`config.mk`:
```
export PLATFORM = sky130hd
export DESIGN_NAME = magic_length_payload_loader_unit_flat
export DESIGN_NICKNAME = d
export VERILOG_FILES = /design/src/rtl/mlpl_pkg.sv /design/src/rtl/mlpl_if.sv /design/src/rtl/magic_length_payload_loader_unit.sv /design/src/rtl/mlpl_frame_ctrl.sv /design/src/rtl/mlpl_out_stage.sv /design/src/flat_wrapper.sv
export SDC_FILE = /design/constraint.sdc
export NUM_CORES = 1
export LEC_CHECK = 0
export BUFFER_PORTS_ARGS = -buffer_cell sky130_fd_sc_hd__buf_2
export CORE_MARGIN = 4
export CORE_UTILIZATION = 50
export DETAILED_ROUTE_END_ITERATION = 10
export PLACE_DENSITY_LB_ADDON = 0.15
export SYNTH_ARGS = -nofsm -noshare
export SYNTH_HDL_FRONTEND = slang
export SYNTH_HIERARCHICAL = 1
export SYNTH_SLANG_ARGS = --single-unit
```
`constraint.sdc`:
```
create_clock -name i_clk -period 5.55 [get_ports i_clk]
set_input_delay 0.2775 -clock i_clk [delete_from_list [all_inputs] [get_ports i_clk]]
set_output_delay 0.2775 -clock i_clk [all_outputs]
set_load 0.02 [all_outputs]
```
`src/rtl/mlpl_pkg.sv`:
```
package mlpl_pkg;

    localparam logic [7:0]  MAGIC_B         = 8'h42;
    localparam logic [7:0]  MAGIC_O         = 8'h4F;
    localparam logic [7:0]  MAGIC_T         = 8'h54;
    localparam logic [31:0] LOAD_BASE_RESET = 32'h0020_0000;

    typedef enum logic [1:0] {
        EV_WRITE = 2'd0,
        EV_FINAL = 2'd1,
        EV_EMPTY = 2'd2
    } t_event;

    typedef enum logic [9:0] {
        PH_HUNT    = 10'b00_0000_0001,
        PH_MAG1    = 10'b00_0000_0010,
        PH_MAG2    = 10'b00_0000_0100,
        PH_MAG3    = 10'b00_0000_1000,
        PH_LEN0    = 10'b00_0001_0000,
        PH_LEN1    = 10'b00_0010_0000,
        PH_LEN2    = 10'b00_0100_0000,
        PH_LEN3    = 10'b00_1000_0000,
        PH_PAYLOAD = 10'b01_0000_0000,
        PH_DONE    = 10'b10_0000_0000
    } t_phase;

    typedef struct packed {
        t_event      event_res;
        logic [31:0] mem_addr;
        logic [7:0]  mem_data;
        logic [31:0] image_length;
    } t_result;

endpackage

```
`src/rtl/mlpl_if.sv`:
```
interface mlpl_rx_if;
    logic       valid;
    logic       ready;
    logic [7:0] rx_byte;

    modport source (output valid, output rx_byte, input ready);
    modport sink (input valid, input rx_byte, output ready);
endinterface

interface mlpl_res_if;
    logic        valid;
    logic        ready;
    logic [1:0]  event_res;
    logic [31:0] mem_addr;
    logic [7:0]  mem_data;
    logic [31:0] image_length;

    modport source (output valid, output event_res, output mem_addr, output mem_data,
                    output image_length, input ready);
    modport sink (input valid, input event_res, input mem_addr, input mem_data,
                  input image_length, output ready);
endinterface

interface mlpl_cfg_if;
    logic        valid;
    logic        ready;
    logic [31:0] load_base;

    modport source (output valid, output load_base, input ready);
    modport sink (input valid, input load_base, output ready);
endinterface

```
`src/rtl/magic_length_payload_loader_unit.sv`:
```
// Serial boot frame loader.
// i_rx carries received bytes, one per transaction. The unit hunts for the
// magic "BOOT", takes a 32-bit little-endian image length from the next four
// bytes, then turns each payload byte into one memory write transaction on
// o_res at load_base plus the byte offset (32-bit wrap). The last write is
// tagged final; a zero length gives a single empty-image transaction.
// After completion every byte is taken and dropped until reset.
// i_cfg writes load_base; it is always ready and is sampled at each write.
// A result is registered; o_res shows it the cycle after its byte is taken.
// Throughput: one byte per cycle while o_res is ready, set by the single
// output register; the frame state updates in the same cycle as the byte
// is taken. When o_res stalls with a result held, i_rx.ready drops until
// the result is taken; bytes that produce no result also wait in that case.
// Reset (synchronous, active low) returns to the hunt, empties the output
// register and restores load_base to 0x0020_0000.
module magic_length_payload_loader_unit (
    input  logic            i_clk,
    input  logic            i_rst_n,
    mlpl_rx_if.sink         i_rx,
    mlpl_res_if.source      o_res,
    mlpl_cfg_if.sink        i_cfg
);

    logic [31:0]       r_load_base;
    logic              fire;
    logic              stage_ready;
    logic              ctrl_valid;
    mlpl_pkg::t_result ctrl_res;
    logic              out_valid;
    mlpl_pkg::t_result out_res;

    assign i_cfg.ready = 1'b1;
    assign i_rx.ready  = stage_ready;
    assign fire        = i_rx.valid && stage_ready;

    always_ff @(posedge i_clk) begin
        if (!i_rst_n) begin
            r_load_base <= mlpl_pkg::LOAD_BASE_RESET;
        end else if (i_cfg.valid) begin
            r_load_base <= i_cfg.load_base;
        end
    end

    mlpl_frame_ctrl u_ctrl (
        .i_clk       (i_clk),
        .i_rst_n     (i_rst_n),
        .i_fire      (fire),
        .i_rx_byte   (i_rx.rx_byte),
        .i_load_base (r_load_base),
        .o_res_valid (ctrl_valid),
        .o_res       (ctrl_res)
    );

    mlpl_out_stage u_out (
        .i_clk   (i_clk),
        .i_rst_n (i_rst_n),
        .i_load  (fire && ctrl_valid),
        .i_res   (ctrl_res),
        .o_ready (stage_ready),
        .i_ready (o_res.ready),
        .o_valid (out_valid),
        .o_res   (out_res)
    );

    assign o_res.valid        = out_valid;
    assign o_res.event_res    = out_res.event_res;
    assign o_res.mem_addr     = out_res.mem_addr;
    assign o_res.mem_data     = out_res.mem_data;
    assign o_res.image_length = out_res.image_length;

    a_stall_blocks_rx: assert property (@(posedge i_clk) disable iff (!i_rst_n)
        out_valid && !o_res.ready |-> !i_rx.ready)
        else $error("byte taken while result held");

    a_nothing_after_done: assert property (@(posedge i_clk) disable iff (!i_rst_n)
        fire && ctrl_valid && (ctrl_res.event_res == mlpl_pkg::EV_FINAL ||
            ctrl_res.event_res == mlpl_pkg::EV_EMPTY) |=> !ctrl_valid)
        else $error("result produced after image complete");

    a_empty_fields: assert property (@(posedge i_clk) disable iff (!i_rst_n)
        out_valid && o_res.event_res == mlpl_pkg::EV_EMPTY |->
            o_res.mem_data == 8'd0 && o_res.image_length == 32'd0)
        else $error("empty image result carries data");

    a_final_nonzero: assert property (@(posedge i_clk) disable iff (!i_rst_n)
        out_valid && o_res.event_res == mlpl_pkg::EV_FINAL |-> o_res.image_length != 32'd0)
        else $error("final write with zero length");

endmodule

```
`src/rtl/mlpl_frame_ctrl.sv`:
```
module mlpl_frame_ctrl (
    input  logic                 i_clk,
    input  logic                 i_rst_n,
    input  logic                 i_fire,
    input  logic [7:0]           i_rx_byte,
    input  logic [31:0]          i_load_base,
    output logic                 o_res_valid,
    output mlpl_pkg::t_result    o_res
);

    mlpl_pkg::t_phase r_phase;
    mlpl_pkg::t_phase n_phase;
    logic [31:0]      r_length;
    logic [31:0]      n_length;
    logic [31:0]      r_count;
    logic [31:0]      n_count;
    logic [31:0]      count_inc;

    assign count_inc = r_count + 32'd1;

    always_comb begin
        n_phase            = r_phase;
        n_length           = r_length;
        n_count            = r_count;
        o_res_valid        = 1'b0;
        o_res.event_res    = mlpl_pkg::EV_WRITE;
        o_res.mem_addr     = i_load_base + r_count;
        o_res.mem_data     = i_rx_byte;
        case (r_phase)
            mlpl_pkg::PH_HUNT: begin
                n_phase = (i_rx_byte == mlpl_pkg::MAGIC_B) ? mlpl_pkg::PH_MAG1
                                                           : mlpl_pkg::PH_HUNT;
            end
            mlpl_pkg::PH_MAG1: begin
                if (i_rx_byte == mlpl_pkg::MAGIC_O) begin
                    n_phase = mlpl_pkg::PH_MAG2;
                end else begin
                    n_phase = (i_rx_byte == mlpl_pkg::MAGIC_B) ? mlpl_pkg::PH_MAG1
                                                               : mlpl_pkg::PH_HUNT;
                end
            end
            mlpl_pkg::PH_MAG2: begin
                if (i_rx_byte == mlpl_pkg::MAGIC_O) begin
                    n_phase = mlpl_pkg::PH_MAG3;
                end else begin
                    n_phase = (i_rx_byte == mlpl_pkg::MAGIC_B) ? mlpl_pkg::PH_MAG1
                                                               : mlpl_pkg::PH_HUNT;
                end
            end
            mlpl_pkg::PH_MAG3: begin
                if (i_rx_byte == mlpl_pkg::MAGIC_T) begin
                    n_phase  = mlpl_pkg::PH_LEN0;
                    n_length = '0;
                end else begin
                    n_phase = (i_rx_byte == mlpl_pkg::MAGIC_B) ? mlpl_pkg::PH_MAG1
                                                               : mlpl_pkg::PH_HUNT;
                end
            end
            mlpl_pkg::PH_LEN0: begin
                n_length[7:0] = i_rx_byte;
                n_phase       = mlpl_pkg::PH_LEN1;
            end
            mlpl_pkg::PH_LEN1: begin
                n_length[15:8] = i_rx_byte;
                n_phase        = mlpl_pkg::PH_LEN2;
            end
            mlpl_pkg::PH_LEN2: begin
                n_length[23:16] = i_rx_byte;
                n_phase         = mlpl_pkg::PH_LEN3;
            end
            mlpl_pkg::PH_LEN3: begin
                n_length[31:24] = i_rx_byte;
                n_count         = '0;
                if (n_length == 32'd0) begin
                    n_phase         = mlpl_pkg::PH_DONE;
                    o_res_valid     = 1'b1;
                    o_res.event_res = mlpl_pkg::EV_EMPTY;
                    o_res.mem_addr  = i_load_base;
                    o_res.mem_data  = '0;
                end else begin
                    n_phase = mlpl_pkg::PH_PAYLOAD;
                end
            end
            mlpl_pkg::PH_PAYLOAD: begin
                o_res_valid = 1'b1;
                n_count     = count_inc;
                if (count_inc == r_length) begin
                    o_res.event_res = mlpl_pkg::EV_FINAL;
                    n_phase         = mlpl_pkg::PH_DONE;
                end
            end
            default: begin
                n_phase = r_phase;
            end
        endcase
        o_res.image_length = n_length;
    end

    always_ff @(posedge i_clk) begin
        if (!i_rst_n) begin
            r_phase  <= mlpl_pkg::PH_HUNT;
            r_length <= '0;
            r_count  <= '0;
        end else if (i_fire) begin
            r_phase  <= n_phase;
            r_length <= n_length;
            r_count  <= n_count;
        end
    end

endmodule

```
`src/rtl/mlpl_out_stage.sv`:
```
module mlpl_out_stage (
    input  logic                 i_clk,
    input  logic                 i_rst_n,
    input  logic                 i_load,
    input  mlpl_pkg::t_result    i_res,
    output logic                 o_ready,
    input  logic                 i_ready,
    output logic                 o_valid,
    output mlpl_pkg::t_result    o_res
);

    logic              r_valid;
    logic              n_valid;
    mlpl_pkg::t_result r_res;

    assign o_ready = !r_valid || i_ready;
    assign o_valid = r_valid;
    assign o_res   = r_res;

    always_comb begin
        n_valid = r_valid;
        if (i_load) begin
            n_valid = 1'b1;
        end else if (i_ready) begin
            n_valid = 1'b0;
        end
    end

    always_ff @(posedge i_clk) begin
        if (!i_rst_n) begin
            r_valid <= 1'b0;
        end else begin
            r_valid <= n_valid;
        end
    end

    always_ff @(posedge i_clk) begin
        if (i_load) begin
            r_res <= i_res;
        end
    end

endmodule

```
`src/flat_wrapper.sv`:
```
// flat-port wrapper written by rule: the top's interface ports become plain ports
module magic_length_payload_loader_unit_flat 
  (i_clk, i_rst_n, i_rx_valid, i_rx_rx_byte, i_rx_ready, o_res_valid, o_res_event_res, o_res_mem_addr, o_res_mem_data, o_res_image_length, o_res_ready, i_cfg_valid, i_cfg_load_base, i_cfg_ready);
  mlpl_rx_if i_rx_i ();
  mlpl_res_if o_res_i ();
  mlpl_cfg_if i_cfg_i ();
  input  logic i_clk;
  input  logic i_rst_n;
  input wire logic [$bits(i_rx_i.valid)-1:0] i_rx_valid;
  input wire logic [$bits(i_rx_i.rx_byte)-1:0] i_rx_rx_byte;
  output wire logic [$bits(i_rx_i.ready)-1:0] i_rx_ready;
  output wire logic [$bits(o_res_i.valid)-1:0] o_res_valid;
  output wire logic [$bits(o_res_i.event_res)-1:0] o_res_event_res;
  output wire logic [$bits(o_res_i.mem_addr)-1:0] o_res_mem_addr;
  output wire logic [$bits(o_res_i.mem_data)-1:0] o_res_mem_data;
  output wire logic [$bits(o_res_i.image_length)-1:0] o_res_image_length;
  input wire logic [$bits(o_res_i.ready)-1:0] o_res_ready;
  input wire logic [$bits(i_cfg_i.valid)-1:0] i_cfg_valid;
  input wire logic [$bits(i_cfg_i.load_base)-1:0] i_cfg_load_base;
  output wire logic [$bits(i_cfg_i.ready)-1:0] i_cfg_ready;
  assign i_rx_i.valid = i_rx_valid;
  assign i_rx_i.rx_byte = i_rx_rx_byte;
  assign i_rx_ready = i_rx_i.ready;
  assign o_res_valid = o_res_i.valid;
  assign o_res_event_res = o_res_i.event_res;
  assign o_res_mem_addr = o_res_i.mem_addr;
  assign o_res_mem_data = o_res_i.mem_data;
  assign o_res_image_length = o_res_i.image_length;
  assign o_res_i.ready = o_res_ready;
  assign i_cfg_i.valid = i_cfg_valid;
  assign i_cfg_i.load_base = i_cfg_load_base;
  assign i_cfg_ready = i_cfg_i.ready;
  magic_length_payload_loader_unit u_core (.i_clk(i_clk), .i_rst_n(i_rst_n), .i_rx(i_rx_i), .o_res(o_res_i), .i_cfg(i_cfg_i));
endmodule
```
Word level (Yosys, flattened, before mapping)
Cells that the tools add are included.
Word-level totals
  flip-flop bits (word level): 181
  input bits: 45
  output and inout port bits: 77
  word-level logic and storage cells: 56
Operators by class
  add/subtract/negate cells: 2
  equality and inequality tests: 14
  multiplexer cells: 21
  reductions and logical operators: 10
Operators with widths (count)
  case mux 10 bit (9 select lines): 1
  case mux 32 bit (2 select lines): 1
  case mux 8 bit (2 select lines): 4
  2-to-1 mux 42 bit: 1
  2-to-1 mux 40 bit: 1
  adder 32 x 1 -> 32 bit, second input constant: 1
  adder 32 bit: 1
  equality test 32 bit: 1
  logical NOT 32 bit: 1
  2-to-1 mux 32 bit: 1
  equality test 8 x 7 -> 1 bit, second input constant: 3
  2-to-1 mux 10 bit: 2
  equality test 10 x 1 -> 1 bit, second input constant: 1
  equality test 10 x 2 -> 1 bit, second input constant: 1
  equality test 10 x 3 -> 1 bit, second input constant: 1
  equality test 10 x 4 -> 1 bit, second input constant: 1
  equality test 10 x 5 -> 1 bit, second input constant: 1
  equality test 10 x 6 -> 1 bit, second input constant: 1
  equality test 10 x 7 -> 1 bit, second input constant: 1
  equality test 10 x 8 -> 1 bit, second input constant: 1
  equality test 10 x 9 -> 1 bit, second input constant: 1
  nonzero test 9 bit: 1
  2-to-1 mux 5 bit: 1
  2-to-1 mux 1 bit: 4
  12 further kinds: 14

Depth between registers and ports, before layout
Gate-level depths: netlist of run 1.
  word-level depth: 5
  mapped depth: 12
  mapped depth without buffers: 12

Modules after synthesis
The synthesis of run 1 kept the hierarchy.
By module, submodules not included
  mlpl_frame_ctrl: instances 1, cells each 966, area each 6891.6 µm², seq. area each 1481.4 µm²
  mlpl_out_stage: instances 1, cells each 78, area each 2270.9 µm², seq. area each 2242.2 µm²
  magic_length_payload_loader_unit: instances 1, cells each 107, area each 1265.0 µm², seq. area each 640.6 µm²

Worst setup path after synthesis of run 1
Ideal clock, no wire load.
  path type: reg2reg
  start point: register u_core.u_ctrl.r_length[19]
  end point: register u_core.u_out.r_res, in the netlist u_core/u_out/o_res[0], enable pin
  library setup time: 0.442 ns
  data arrival time: 3.383 ns
  data required time: 5.108 ns
  setup slack: 1.726 ns
  cell stages (with the launch flop): 9
  path buffers: 2
  period minus slack after synthesis: 3.824 ns
  path through: dfxtp_1 > clkbuf_1 > nor4_1 > nand3_1 > nor3_1 > and2_1 > clkbuf_1 > or2_2 > and3_1
Between the ends
  cells in the longest elaborated chain, start to end: 4
RTL lines
  start, declared: line mlpl_frame_ctrl.sv:13  | logic [31:0] r_length;
  start signal, assigned: line mlpl_frame_ctrl.sv:106  | r_length <= n_length;
  logical NOT 32 bit: line mlpl_frame_ctrl.sv:74  | if (n_length == 32'd0) begin
  2-to-1 mux 1 bit: line mlpl_frame_ctrl.sv:74
  case mux 1 bit (2 select lines): line mlpl_frame_ctrl.sv:29  | case (r_phase)
  named net u_core.ctrl_valid: line magic_length_payload_loader_unit.sv:27  | logic ctrl_valid;
  logical AND 1 bit: line magic_length_payload_loader_unit.sv:57  | .i_load (fire && ctrl_valid),
  end signal, assigned: line mlpl_out_stage.sv:39  | r_res <= i_res;
  end, declared: line mlpl_out_stage.sv:14  | mlpl_pkg::t_result r_res;
The timed path passes the listed nets, and every way through them passes these cells.
A chain may end at the register's enable or synchronous reset.

==> results of run 1 <==
## per-layer routing
layer | track usage (%) | part of all wire [%] | vias to the layer above
met5 | 0 | 0 | -
met2 | 35.88 | 46 | 277
li1 | - | - | 4348
met1 | 31.19 | 46 | 4054
met3 | 4.232 | 6.0 | 38
met4 | 7.637 | 2.2 | 0
## report_power, final
part	switching, uW	total [uW]	internal (uW)
sequential	35.1	1440	1410
combinational	119	207	88.3
clock	586	1190	604
total	740	2840	2100
## worst max-delay path by stage
stage | from | to | slack, ns
2_1_floorplan | u_core/u_ctrl/r_length[19]$_SDFFE_PN0P_ | u_core/u_out/o_res[0]$_DFFE_PP_ | 1.73
3_3_place_gp | u_core/u_ctrl/r_phase[1]$_SDFFE_PN0P_ | u_core/u_out/o_res[71]$_DFFE_PP_ | 2.08
3_5_place_dp | u_core/u_ctrl/r_count[3]$_SDFFE_PN0P_ | u_core/u_out/o_res[69]$_DFFE_PP_ | 2.09
4_1_cts | u_core/u_ctrl/r_count[3]$_SDFFE_PN0P_ | u_core/u_out/o_res[69]$_DFFE_PP_ | 2.08
5_1_grt | u_core/u_ctrl/r_count[3]$_SDFFE_PN0P_ | u_core/u_out/o_res[69]$_DFFE_PP_ | 1.68
6_report | u_core/u_ctrl/r_count[3]$_SDFFE_PN0P_ | u_core/u_out/o_res[69]$_DFFE_PP_ | 2.06
## critical path: cells and delay by family (launching register included)
| kind | cells | cell delay, ns |
|---|---|---|
| XOR/XNOR | 1 | 0.18 |
| AO/OA/AOI/OAI | 8 | 2.15 |
| flip-flops | 1 | 0.53 |
| adder cells (fa/ha/maj) | 1 | 0.36 |
## stage by stage
step                worst slack (ns)  std cells  util [%]  power, uW  instance area (sq um)
CTS                            2.082       1504     57.19       2869                  11650
global placement               2.075       1472     54.29       1674                  11060
finish                         2.058       1504     57.19       2839                  11650
floorplan                      1.726       1151         -       1617                  10430
global route                   1.683       1504     57.19       2965                  11650
detailed placement             2.090       1472     54.29       1678                  11060
## cell families after synthesis
| group | after synthesis |
|---|---|
| AOI/OAI and AO/OA | 269 |
| and+or+nand+nor | 458 |
| xor gates and xnor gates | 71 |
| adders and majority gates | 33 |
| DFF | 181 |
| muxes | 43 |
| buffers and inverters | 95 |
| other | 1 |
## cell usage in the layout (no fill, tap or decap), drive strengths merged, types with 5 or more instances in the layout
cell	synthesis	layout
nand2	131	131
buf	23	127
dfxtp	107	107
nor2	99	99
edfxtp	74	74
o21ai	74	74
a21oi	71	71
nand3	53	53
xnor2	42	42
mux2i	41	41
nor2b	37	37
ha	32	32
xor2	29	29
a311oi	25	25
a21o	24	24
inv	18	24
nor3	22	22
and3	18	18
clkbuf	53	17
nand4	17	17
nor4	15	15
nand3b	11	11
o21a	10	10
and4	9	9
or3	9	9
clkinv	1	9
o31ai	8	8
and2	8	8
nor3b	8	8
a211oi	7	7
or4	6	6
nand2b	6	6
o21bai	5	5
## sequential cells by signal (all words and copies together), names as in the netlist
register,cells
u_core/r_load_base,32
u_core/u_ctrl/r_count,32
u_core/u_ctrl/r_length,32
u_core/u_ctrl/r_phase,10
u_core/u_out/o_res,74
u_core/u_out/o_valid,1
## layout make-up
class / count / area (sq um) / area share (%)
Tap cell: 270 / 337.8 / 2.900
Multi-Input combinational cell: 875 / 5629 / 48.33
Inverter: 19 / 71.32 / 0.6123
Sequential cell: 181 / 4364 / 37.47
Clock buffer: 17 / 425.4 / 3.652
Timing Repair Buffer: 127 / 653.1 / 5.607
Clock inverter: 15 / 166.4 / 1.429
==> metrics.md, run 1 <==
| Metric | Value |
|---|---|
| Result of the run | `completed` |
| Minimum setup slack among reg-to-reg paths | `2.06 ns` |
| CTS clk-pin slew, worst paths | `0.07 ns` |
| Total number of clock tree sinks | `181` |
| Syn nets | `1,229` |
| Setup total negative slack | `0 ns` |
| Synth top area cells | `sky130_fd_sc_hd__edfxtp_1 21%, sky130_fd_sc_hd__dfxtp_1 21%, sky130_fd_sc_hd__nand2_1 4.7%` |
| Synth Instances | `1,151` |
| Power density normalized to cell area | `243.7 nW/um^2` |
| Fmax achieved | `286.3 MHz` |
| Die height | `152.4 microns` |
| H-tree Lvls | `4` |
| Transition at the pin with the smallest max-transition slack | `1.042 ns` |
| Detail-routed via count per cell | `5.796` |
| Routed Antenna Nets | `0` |
| R2R Path End | `u_core/u_out/o_res[69]$_DFFE_PP_` |
| Xor/xnor share of the synthesized area | `5.964%` |
| Final RePlAce weighted congestion | `0.8994` |
| Cell depth of the worst hold path | `3` |
| Final Hold Fails | `0` |
| Signal arrival time at the worst endpoint | `3.67 ns` |
| RSZ-0062 raised after global routing | `false` |
| Worst reg-to-reg path cell count | `10` |
| Slew margin rel. | `30.52%` |
| Hold-fix buffers, CTS | `0` |
| Congestion Overflow GR | `0` |
| Crit Path Category | `flip-flop to flip-flop` |
| Post-CTS Repair Setup Buffers | `0` |
| Synthesized-area fraction occupied by ao, oa, aoi and oai cells | `17.11%` |
| Width of the die | `152.4 microns` |
| Total of flip-flops plus latches after synthesis | `181` |
| Pin count of the biggest net entering global routing | `76` |
| I/O pin total | `122` |
| Clock latency of the later-clocked register in the worst-skew pair | `0.45 ns` |
| Sort of element at the start of the critical path | `flip-flop` |
| Endpoint of the worst hold path | `u_core/r_load_base[21]$_SDFFE_PN1P_` |
| Number of gates resized after cts | `0` |
| Hold Crit Start | `i_cfg_load_base[21]` |
| Clock Path Buffers | `2` |
| Cell row count | `52` |
| Area Overhead vs Synth | `11.70%` |
| Worst slack on hold paths | `0.05543 ns` |
| Library cell used as clock root buffer | `sky130_fd_sc_hd__clkbuf_16` |
| Finish-stage setup viols | `0` |
| Placeable Area | `20,360 sq um` |
| Vias in the first global route | `8,061` |
| Ordered list of cells on the worst path | `ha_1 > a21o_1 > a2111oi_0 > a21oi_1 > a41o_1 > a41o_1 > a21oi_1 > o21ai_0 > xnor2_1 > o21ai_0` |
| Syn avg cell area | `9.060 sq um` |
| IO buf count | `120` |
| Filler cell count in the final layout | `1,859` |
| Layout cells sized above 1 | `15.24%` |
| Leakage power total | `0.004725 uW` |
| Number of antenna violations at the first check in global routing | `0` |
| Slowest stage cell, crit path | `sky130_fd_sc_hd__dfxtp_1` |
| Sequential cell area fraction in the yosys report | `41.85%` |
| Post-Syn Area | `10,430 sq um` |
| Distinct cell type count of the synthesized netlist | `86` |
| Top_reg_cell synth | `sky130_fd_sc_hd__dfxtp_1` |
| Path class of the lowest-slack min-delay path | `input port to flip-flop` |
| Number of enable-type register cells in the synthesized netlist | `74` |
| Minimum clock period | `3.492 ns` |
| Diodes inserted | `0` |
| DR WL/cell | `17.73 microns` |
| Share of synthesized flip-flops with an asynchronous set or reset | `0%` |
| Critical-path maximum fanout | `10` |
| Leading post-synthesis cells by instance count | `130 x sky130_fd_sc_hd__nand2_1, 107 x sky130_fd_sc_hd__dfxtp_1, 99 x sky130_fd_sc_hd__nor2_1` |
| Detailed-placement wirelength estimate | `18,660 microns` |
| Worst IR drop on VDD | `0.1860 mV` |
| Synth Area in Adders | `4.032%` |
| Initial Utilization | `51.20%` |
| Endpoint required time on the critical path | `5.72 ns` |
| Synthesis warning total | `6` |
| Crit path capture type | `flip-flop` |
| Number of DRC markers after the initial detailed-route iteration | `672` |
| Slowest cell delay on critical path | `0.53 ns` |
| Mux cell area share after synthesis | `4.152%` |
| Fraction of the mapped netlist area in simple logic gates | `22.63%` |
| Net count of the finished layout | `1,299` |
| Setup skew after layout | `0.02277 ns` |
| Detailed-router iteration count before antenna repair | `5` |
| Number of buffers created by CTS | `17` |
| First-pass GRT wire length | `43,080 microns` |
| Startpoint of the worst register-to-register path | `u_core/u_ctrl/r_count[3]$_SDFFE_PN0P_` |
| Total Die Area | `23,230 sq um` |
| Largest family of logic cells by synthesized area | `simple AND/OR/NAND/NOR gates` |
| Most instantiated library cell after synthesis | `sky130_fd_sc_hd__nand2_1` |
| Total DRC errors in the routed layout | `0` |
| Via count | `8,717` |
| Max_cap viols | `0` |
| All-layer global routing usage | `22.58%` |
| Area share of the largest cell type after synthesis | `21.31%` |
| Final Cycle Share | `62.92%` |
| Total Routed Length | `26,660 microns` |
| TritonCTS clock tree | `done` |
| Number of max-slew violations in the final report | `0` |
| Cell type with the highest aggregate area in the netlist | `sky130_fd_sc_hd__edfxtp_1` |
Power figures use the tool's default switching activity.
==> inputs of run 2 (changes only) <==
- ABC_AREA: unset -> 1
- clock period: 5.55 -> 2.8 ns (I/O delays scaled with it)
==> run 2 against run 1 <==
Compared with the run above: die area up 3.6%; non-clock buffer count is 71 higher; combinational power grew to 4.3 times the previous value; global-route usage is 2.7 points higher; worst setup slack got worse by 1.9 ns; critical endpoint is now u_core/u_ctrl/r_phase[1]$_SDFFE_PN0P_; design area is 11% higher; clock power is 98% higher.
==> metrics.md, run 2 <==
| Metric | Value |
|---|---|
| Clock latency of the later-clocked register in the worst-skew pair | `0.44 ns (was 0.45 ns)` |
| Slowest stage cell, crit path | `sky130_fd_sc_hd__dfxtp_2 (was sky130_fd_sc_hd__dfxtp_1)` |
| Slowest cell delay on critical path | `0.34 ns (was 0.53 ns)` |
| Layout cells sized above 1 | `14.61% (was 15.24%)` |
| Most instantiated library cell after synthesis | `sky130_fd_sc_hd__nand2_1 (unchanged)` |
| Cell type with the highest aggregate area in the netlist | `sky130_fd_sc_hd__edfxtp_1 (unchanged)` |
| Number of buffers and inverters on the critical path | `1 (was 0)` |
| Library cell used as clock root buffer | `sky130_fd_sc_hd__clkbuf_16 (unchanged)` |
| Leakage power total | `0.006056 uW (was 0.004725 uW)` |
| Total of flip-flops plus latches after synthesis | `181 (unchanged)` |
| Total number of clock tree sinks | `181 (unchanged)` |
| Sw frac | `28.34% (was 26.05%)` |
| All-layer global routing usage | `25.28% (was 22.58%)` |
| Worst reg-to-reg path cell count | `20 (was 10)` |
| DR WL/cell | `15.41 microns (was 17.73 microns)` |
| Filler-free cell count of the finished design | `2,014 (was 1,504)` |
| Number of DRC markers after the initial detailed-route iteration | `897 (was 672)` |
| Switching Power | `1760 uW (was 739.6 uW)` |
| Commonest cells after routing, fill and taps aside | `410 x sky130_fd_sc_hd__nand2_1, 226 x sky130_fd_sc_hd__inv_1, 165 x sky130_fd_sc_hd__nor2_1 (was 130 x sky130_fd_sc_hd__nand2_1, 120 x sky130_fd_sc_hd__buf_2, 107 x sky130_fd_sc_hd__dfxtp_1)` |
| Net count of the finished layout | `1,804 (was 1,299)` |
| Syn avg cell area | `6.949 sq um (was 9.060 sq um)` |
| Worst IR drop on VDD | `0.4651 mV (was 0.1860 mV)` |
| Ordered list of cells on the worst path | `buf_6 > ha_4 > nand2_2 > nor2_4 > nand2_4 > nor2_4 > nand2_1 > nand2_1 > nand2_1 > nand2_1 > nand2_1 > nor2_1 > nand2_1 > nor2_2 > nand3_4 > nand2_8 > nand2_1 > nand2_1 > nand2_1 > nor2_1 (was ha_1 > a21o_1 > a2111oi_0 > a21oi_1 > a41o_1 > a41o_1 > a21oi_1 > o21ai_0 > xnor2_1 > o21ai_0)` |
| Pin count of the biggest net entering global routing | `66 (was 76)` |
| Total Die Area | `24,060 sq um (was 23,230 sq um)` |
| Power density normalized to cell area | `480.2 nW/um^2 (was 243.7 nW/um^2)` |
| Signal arrival time at the worst endpoint | `3.04 ns (was 3.67 ns)` |
| Final Cycle Share | `95.20% (was 62.92%)` |
| Delay-heaviest family, CP | `simple AND/OR/NAND/NOR gates (was compound AO/OA/AOI/OAI gates)` |
| Routed Antenna Nets | `0 (unchanged)` |
| Final Hold Fails | `0 (unchanged)` |
| RSZ-0062 raised after global routing | `true (was false)` |
| Syn nets | `1,635 (was 1,229)` |
| Top_reg_cell synth | `sky130_fd_sc_hd__dfxtp_1 (unchanged)` |
| CTS clk-pin slew, worst paths | `0.07 ns (about the same)` |
| Minimum clock period | `2.665 ns (was 3.492 ns)` |
| Diodes inserted | `0 (unchanged)` |
| Total DRC errors in the routed layout | `0 (unchanged)` |
| Detailed-placement wirelength estimate | `23,030 microns (was 18,660 microns)` |
| Synth top area cells | `sky130_fd_sc_hd__edfxtp_1 21%, sky130_fd_sc_hd__dfxtp_1 20%, sky130_fd_sc_hd__nand2_1 14% (was sky130_fd_sc_hd__edfxtp_1 21%, sky130_fd_sc_hd__dfxtp_1 21%, sky130_fd_sc_hd__nand2_1 4.7%)` |
| Result of the run | `completed (unchanged)` |
| Crit Path Category | `flip-flop to flip-flop (unchanged)` |
| Sequential cell area fraction in the yosys report | `40.34% (was 41.85%)` |
| Detailed-router iteration count before antenna repair | `6 (was 5)` |
| Number of antenna violations at the first check in global routing | `0 (unchanged)` |
| Number of logic stages on the critical path including buffering | `20 (was 10)` |
| Leading post-synthesis cells by instance count | `413 x sky130_fd_sc_hd__nand2_1, 230 x sky130_fd_sc_hd__inv_1, 174 x sky130_fd_sc_hd__nor2_1 (was 130 x sky130_fd_sc_hd__nand2_1, 107 x sky130_fd_sc_hd__dfxtp_1, 99 x sky130_fd_sc_hd__nor2_1)` |
| Post-Syn Area | `10,820 sq um (was 10,430 sq um)` |
| Cell count after placement | `1,941 (was 1,472)` |
| First-pass GRT wire length | `48,950 microns (was 43,080 microns)` |
| Proportion of power drawn by combinational gates | `14.4% (was 7.3%)` |
| IO buf count | `120 (unchanged)` |
| Setup skew after layout | `0.01220 ns (was 0.02277 ns)` |
| Area Overhead vs Synth | `19.51% (was 11.70%)` |
| Sort of element at the start of the critical path | `flip-flop (unchanged)` |
| Crit path capture type | `flip-flop (unchanged)` |
| Number of max-slew violations in the final report | `0 (unchanged)` |
| Vias in the first global route | `9,851 (was 8,061)` |
| Finish-stage setup viols | `0 (unchanged)` |
| Final RePlAce weighted congestion | `0.9219 (was 0.8994)` |
| Path class of the lowest-slack min-delay path | `input port to flip-flop (unchanged)` |
| Max_cap viols | `0 (unchanged)` |
| Number of enable-type register cells in the synthesized netlist | `74 (unchanged)` |
| Clock power frac | `38.0% (was 41.9%)` |
| Area share of the largest cell type after synthesis | `20.54% (was 21.31%)` |
| Die height | `155.1 microns (was 152.4 microns)` |
| TritonCTS clock tree | `done (unchanged)` |
| Synth Instances | `1,557 (was 1,151)` |
| Detail-routed via count per cell | `5.274 (was 5.796)` |
| Most used cell along the critical path | `sky130_fd_sc_hd__nand2_1` |
| Initial Utilization | `51.14% (was 51.20%)` |
| I/O pin total | `122 (unchanged)` |
| Internal Pwr Total | `4449 uW (was 2099 uW)` |
| Share of synthesized flip-flops with an asynchronous set or reset | `0% (unchanged)` |
| Critical-path maximum fanout | `6 (was 10)` |
| H-tree Lvls | `4 (unchanged)` |
| Total Routed Length | `31,030 microns (was 26,660 microns)` |
| Number of buffers created by CTS | `17 (unchanged)` |
| Setup total negative slack | `0 ns (unchanged)` |
| Slew margin rel. | `29.99% (was 30.52%)` |
| Endpoint required time on the critical path | `3.18 ns (was 5.72 ns)` |
| Synthesis warning total | `6 (unchanged)` |
| Most common cell after layout, fill and taps aside | `sky130_fd_sc_hd__nand2_1 (unchanged)` |
| Fmax achieved | `375.2 MHz (was 286.3 MHz)` |
| Placeable Area | `21,150 sq um (was 20,360 sq um)` |
| Clock Path Buffers | `2 (unchanged)` |
| Congestion Overflow GR | `0 (unchanged)` |
| Part of the power in registers | `47.6% (was 50.8%)` |
| Via count | `10,622 (was 8,717)` |
| Cell depth of the worst hold path | `5 (was 3)` |
| Cell row count | `53 (was 52)` |
| Distinct cell type count of the synthesized netlist | `45 (was 86)` |
| Transition at the pin with the smallest max-transition slack | `1.050 ns (was 1.042 ns)` |
| Filler cell count in the final layout | `1,979 (was 1,859)` |
| Max FFs per register | `74 (unchanged)` |
| Width of the die | `155.1 microns (was 152.4 microns)` |
## run 2: cell types whose count changed in the layout (fill, tap and decap cells not counted), moves of 32 or more
cell,previous run,this run
sky130_fd_sc_hd__nand2_1,130,410
sky130_fd_sc_hd__inv_1,18,226
sky130_fd_sc_hd__nand3_1,52,121
sky130_fd_sc_hd__nor2_1,99,165
sky130_fd_sc_hd__mux2i_1,41,0
sky130_fd_sc_hd__a21oi_1,71,111
sky130_fd_sc_hd__nor2b_1,37,0
sky130_fd_sc_hd__buf_4,7,40
sky130_fd_sc_hd__dlygate4sd3_1,0,32
## run 2: tightest hold or removal path, cell delays in order
cell and delay (ns):
sky130_fd_sc_hd__buf_2 0.09, sky130_fd_sc_hd__inv_1 0.04, sky130_fd_sc_hd__nand2_1 0.04, sky130_fd_sc_hd__nand2_1 0.05, sky130_fd_sc_hd__nor2_1 0.04
## run 2: per-layer routing
layer	routed length, microns	up-vias	part of all wire [%]	track usage (%)
met4	422	0	1.4	6.266
met1	13630	4854	44	33.37
li1	-	5407	-	-
met3	2039	31	6.6	4.534
met5	0	-	0	0
met2	14940	330	48	43.16
## run 2: worst paths after layout
check | start | to | slack, ns
hold / removal | i_cfg_load_base[19] | u_core/r_load_base[19]$_SDFFE_PN0P_ | 0.008
setup reg to reg | u_core/u_ctrl/r_count[0]$_SDFFE_PN0P_ | u_core/u_ctrl/r_phase[1]$_SDFFE_PN0P_ | 0.13
setup / recovery | u_core/u_ctrl/r_count[0]$_SDFFE_PN0P_ | u_core/u_ctrl/r_phase[1]$_SDFFE_PN0P_ | 0.13
hold reg to reg | u_core/u_ctrl/r_count[7]$_SDFFE_PN0P_ | u_core/u_ctrl/r_count[7]$_SDFFE_PN0P_ | 0.49
## run 2: area by class of cell
cell class | instances | area (sq um) | area share (%)
multi-input combinational | 1093 | 5426 | 41.97
sequential | 181 | 4372 | 33.81
timing repair buffer | 198 | 1333 | 10.31
inverter | 235 | 883.3 | 6.832
clock buffer | 18 | 429.2 | 3.319
tap | 275 | 344.1 | 2.661
clock inverter | 14 | 142.6 | 1.103
## run 2: logic make-up after synthesis
group                      Yosys count  synth area share, %
and+or+nand+nor                    782                30.52
buffers and inverters              286                10.59
AOI/OAI and AO/OA                  249                12.48
DFF                                181                40.34
adders and majority gates           33                3.886
xor gates and xnor gates            25                2.151
other                                1              0.03466
## run 2: stage by stage
step	hold slack, ns	area (sq um)	worst slack, ns	total power (uW)	util [%]
floorplan	0.2604	10850	-0.1065	3618	-
global placement	0.3427	11880	0.1578	3846	56.15
detailed placement	0.3470	11880	0.06488	3856	56.15
CTS	0.001067	12770	0.05663	6248	60.37
global route	0.01736	12930	-0.07027	6517	61.12
finish	0.007946	12930	0.1345	6209	61.12
## run 2: what timing repair did
| item | CTS | global route |
|---|---|---|
| hold buffers | 32 | 0 |
| gates resized for setup | 0 | 27 |
| hold endpoints to repair | 32 | 0 |
| endpoints found under the setup margin | 0 | 29 |
| setup buffers | 0 | 6 |
## run 2: power by group through the flow
stage | Clock, uW | Sequential, uW | Combinational, uW
after CTS | 2410 | 2960 | 881
after floorplan | 0 | 3010 | 611
after global placement | 0 | 3010 | 833
after global routing | 2530 | 2970 | 1020
final | 2360 | 2960 | 894
after detailed placement | 0 | 3010 | 843
==> inputs of run 3 (changes only) <==
- BUFFER_PORTS_ARGS: -buffer_cell sky130_fd_sc_hd__buf_2 -> unset
- DONT_BUFFER_PORTS: unset -> 1
- MAX_ROUTING_LAYER: unset -> met4
==> run 3 against run 2 <==
Compared with the run above: flip-flop and latch count unchanged; register-to-register slack gained 0.04 ns; hold slack better by 0.036 ns; largest cell class unchanged; largest power group unchanged.
==> metrics.md, run 3 (synthesized netlist as in run 2, its figures left out) <==
| Metric | Value |
|---|---|
| Signal arrival time at the worst endpoint | `3.00 ns (was 3.04 ns)` |
| IO buf count | `0 (was 120)` |
| Endpoint required time on the critical path | `3.17 ns (was 3.18 ns)` |
| Slew margin rel. | `60.64% (was 29.99%)` |
| Via count | `10,287 (was 10,622)` |
| Number of buffers created by CTS | `17 (unchanged)` |
| H-tree Lvls | `4 (unchanged)` |
| Max FFs per register | `74 (unchanged)` |
| Critical-path maximum fanout | `8 (was 6)` |
| Width of the die | `155.1 microns (unchanged)` |
| Placeable Area | `21,150 sq um (unchanged)` |
| DR WL/cell | `16.22 microns (was 15.41 microns)` |
| First-pass GRT wire length | `49,000 microns (was 48,950 microns)` |
| Hold Crit Start | `i_rx_rx_byte[1] (was i_cfg_load_base[19])` |
| Power density normalized to cell area | `494.7 nW/um^2 (was 480.2 nW/um^2)` |
| Final RePlAce weighted congestion | `0.9227 (was 0.9219)` |
| Minimum clock period | `2.627 ns (was 2.665 ns)` |
| Final Hold Fails | `0 (unchanged)` |
| Setup skew after layout | `0.01406 ns (was 0.01220 ns)` |
| Result of the run | `completed (unchanged)` |
| Beginning of the critical path | `u_core/u_ctrl/r_count[8]$_SDFFE_PN0P_ (was u_core/u_ctrl/r_count[0]$_SDFFE_PN0P_)` |
| Initial Utilization | `51.14% (unchanged)` |
| Clock Path Buffers | `2 (unchanged)` |
| Worst slack on hold paths | `0.04377 ns (was 0.007946 ns)` |
| Final Cycle Share | `93.83% (was 95.20%)` |
| Routed Antenna Nets | `0 (unchanged)` |
| Detailed-router iteration count before antenna repair | `5 (was 6)` |
| Crit path capture type | `flip-flop (unchanged)` |
| Detail-routed via count per cell | `5.389 (was 5.274)` |
| Number of antenna violations at the first check in global routing | `1 (was 0)` |
| Max_cap viols | `0 (unchanged)` |
| Sort of element at the start of the critical path | `flip-flop (unchanged)` |
| TritonCTS clock tree | `done (unchanged)` |
| Library cell used as clock root buffer | `sky130_fd_sc_hd__clkbuf_16 (unchanged)` |
| Startpoint of the worst register-to-register path | `u_core/u_ctrl/r_count[8]$_SDFFE_PN0P_ (was u_core/u_ctrl/r_count[0]$_SDFFE_PN0P_)` |
| Total number of clock tree sinks | `181 (unchanged)` |
| All-layer global routing usage | `26.09% (was 25.28%)` |
| Layout cells sized above 1 | `8.507% (was 14.61%)` |
| Leakage power total | `0.005648 uW (was 0.006056 uW)` |
| Number of max-slew violations in the final report | `0 (unchanged)` |
| Transition at the pin with the smallest max-transition slack | `0.5904 ns (was 1.050 ns)` |
| Total Die Area | `24,060 sq um (unchanged)` |
| Total Routed Length | `30,960 microns (was 31,030 microns)` |
| Path class of the lowest-slack min-delay path | `input port to flip-flop (unchanged)` |
| Commonest cells after routing, fill and taps aside | `407 x sky130_fd_sc_hd__nand2_1, 226 x sky130_fd_sc_hd__inv_1, 166 x sky130_fd_sc_hd__nor2_1 (was 410 x sky130_fd_sc_hd__nand2_1, 226 x sky130_fd_sc_hd__inv_1, 165 x sky130_fd_sc_hd__nor2_1)` |
| Crit Path Category | `flip-flop to flip-flop (unchanged)` |
| RSZ-0062 raised after global routing | `false (was true)` |
| Net count of the finished layout | `1,699 (was 1,804)` |
| Final total power | `6170 uW (was 6209 uW)` |
| Most common cell after layout, fill and taps aside | `sky130_fd_sc_hd__nand2_1 (unchanged)` |
| Fmax achieved | `380.6 MHz (was 375.2 MHz)` |
| Area Overhead vs Synth | `15.27% (was 19.51%)` |
| Finish-stage setup viols | `0 (unchanged)` |
| Number of DRC markers after the initial detailed-route iteration | `884 (was 897)` |
| Die height | `155.1 microns (unchanged)` |
| Total DRC errors in the routed layout | `0 (unchanged)` |
| Detailed-placement wirelength estimate | `22,630 microns (was 23,030 microns)` |
| Worst IR drop on VDD | `0.4213 mV (was 0.4651 mV)` |
| Clock latency of the later-clocked register in the worst-skew pair | `0.43 ns (was 0.44 ns)` |
| Vias in the first global route | `9,557 (was 9,851)` |
| I/O pin total | `122 (unchanged)` |
| Congestion Overflow GR | `0 (unchanged)` |
| Diodes inserted | `0 (unchanged)` |
| CTS clk-pin slew, worst paths | `0.08 ns (was 0.07 ns)` |
| Cell row count | `53 (unchanged)` |
| Pin count of the biggest net entering global routing | `66 (unchanged)` |
## run 3: changes by cell type in the layout (fill, tap and decap cells not counted), sizes merged
cell	before	now
nand2	421	420
buf	166	51
nor2	183	182
inv	239	240
dlygate4sd3	32	44
clkinv	7	6
clkbuf	18	19
bufinv	1	0
## run 3: final timing paths
check                                                              to  slack, ns  cells after the start
worst max-delay path            u_core/u_ctrl/r_phase[6]$_SDFFE_PN0P_       0.17                     17
worst min-delay path            u_core/u_ctrl/r_phase[1]$_SDFFE_PN0P_       0.04                      4
worst max register to register  u_core/u_ctrl/r_phase[6]$_SDFFE_PN0P_       0.17                     17
worst min register to register  u_core/u_ctrl/r_count[2]$_SDFFE_PN0P_       0.49                      2
## run 3: final cells by class
| class | instances | area (sq um) |
|---|---|---|
| clock buffer | 19 | 454.2 |
| inverter | 235 | 883.3 |
| clock inverter | 13 | 108.9 |
| sequential | 181 | 4372 |
| fill | 1979 | 8683 |
| tap | 275 | 344.1 |
| multi-input combinational | 1091 | 5411 |
| timing repair buffer | 95 | 897.1 |
## run 3: critical path: stages, from the launching register on
cell and delay [ns]:
sky130_fd_sc_hd__dfxtp_1 0.45, sky130_fd_sc_hd__nand2_1 0.19, sky130_fd_sc_hd__nor2_1 0.22, sky130_fd_sc_hd__nand2_1 0.15, sky130_fd_sc_hd__nor2_4 0.24, sky130_fd_sc_hd__nand2_1 0.11
sky130_fd_sc_hd__nand2_2 0.08, sky130_fd_sc_hd__nand2_1 0.06, sky130_fd_sc_hd__nand2_2 0.07, sky130_fd_sc_hd__nand2_1 0.06, sky130_fd_sc_hd__nor2_2 0.12, sky130_fd_sc_hd__nand2_1 0.09
sky130_fd_sc_hd__nor2_2 0.15, sky130_fd_sc_hd__nand3_4 0.16, sky130_fd_sc_hd__nand2_4 0.16, sky130_fd_sc_hd__buf_4 0.12, sky130_fd_sc_hd__a21oi_1 0.05, sky130_fd_sc_hd__nor2_1 0.10
## run 3: layer usage
layer  global-route usage, %  wire length (microns)
met5                       -                      0
met4                   5.761                    510
met1                   34.15                  13780
met2                   43.20                  15000
met3                   3.894                   1671
## run 3: metrics by stage
step           TNS, ns  cells  instance area, sq um  setup slack (ns)  utilization, %
3_3_place_gp         0   1823                 11270           0.05827           53.27
5_1_grt              0   1909                 12470          0.002550           58.95
4_1_cts              0   1901                 12320          0.002591           58.24
2_1_floorplan   -7.962   1557                 10850           -0.1065               -
6_report             0   1909                 12470            0.1729           58.95
3_5_place_dp         0   1823                 11270           0.03223           53.27
## run 3: power breakdown
group / total, uW / switching, uW / internal, uW
clock network: 2350 / 1130 / 1220
logic: 840 / 522 / 318
registers: 2980 / 119 / 2870
total: 6170 / 1770 / 4400
## run 3: repair_timing
| action | in CTS | in global routing |
|---|---|---|
| endpoints found under the hold margin | 51 | 0 |
| endpoints found under the setup margin | 0 | 21 |
| hold buffers | 46 | 0 |
| setup buffers | 0 | 7 |
| gates resized for setup | 0 | 28 |
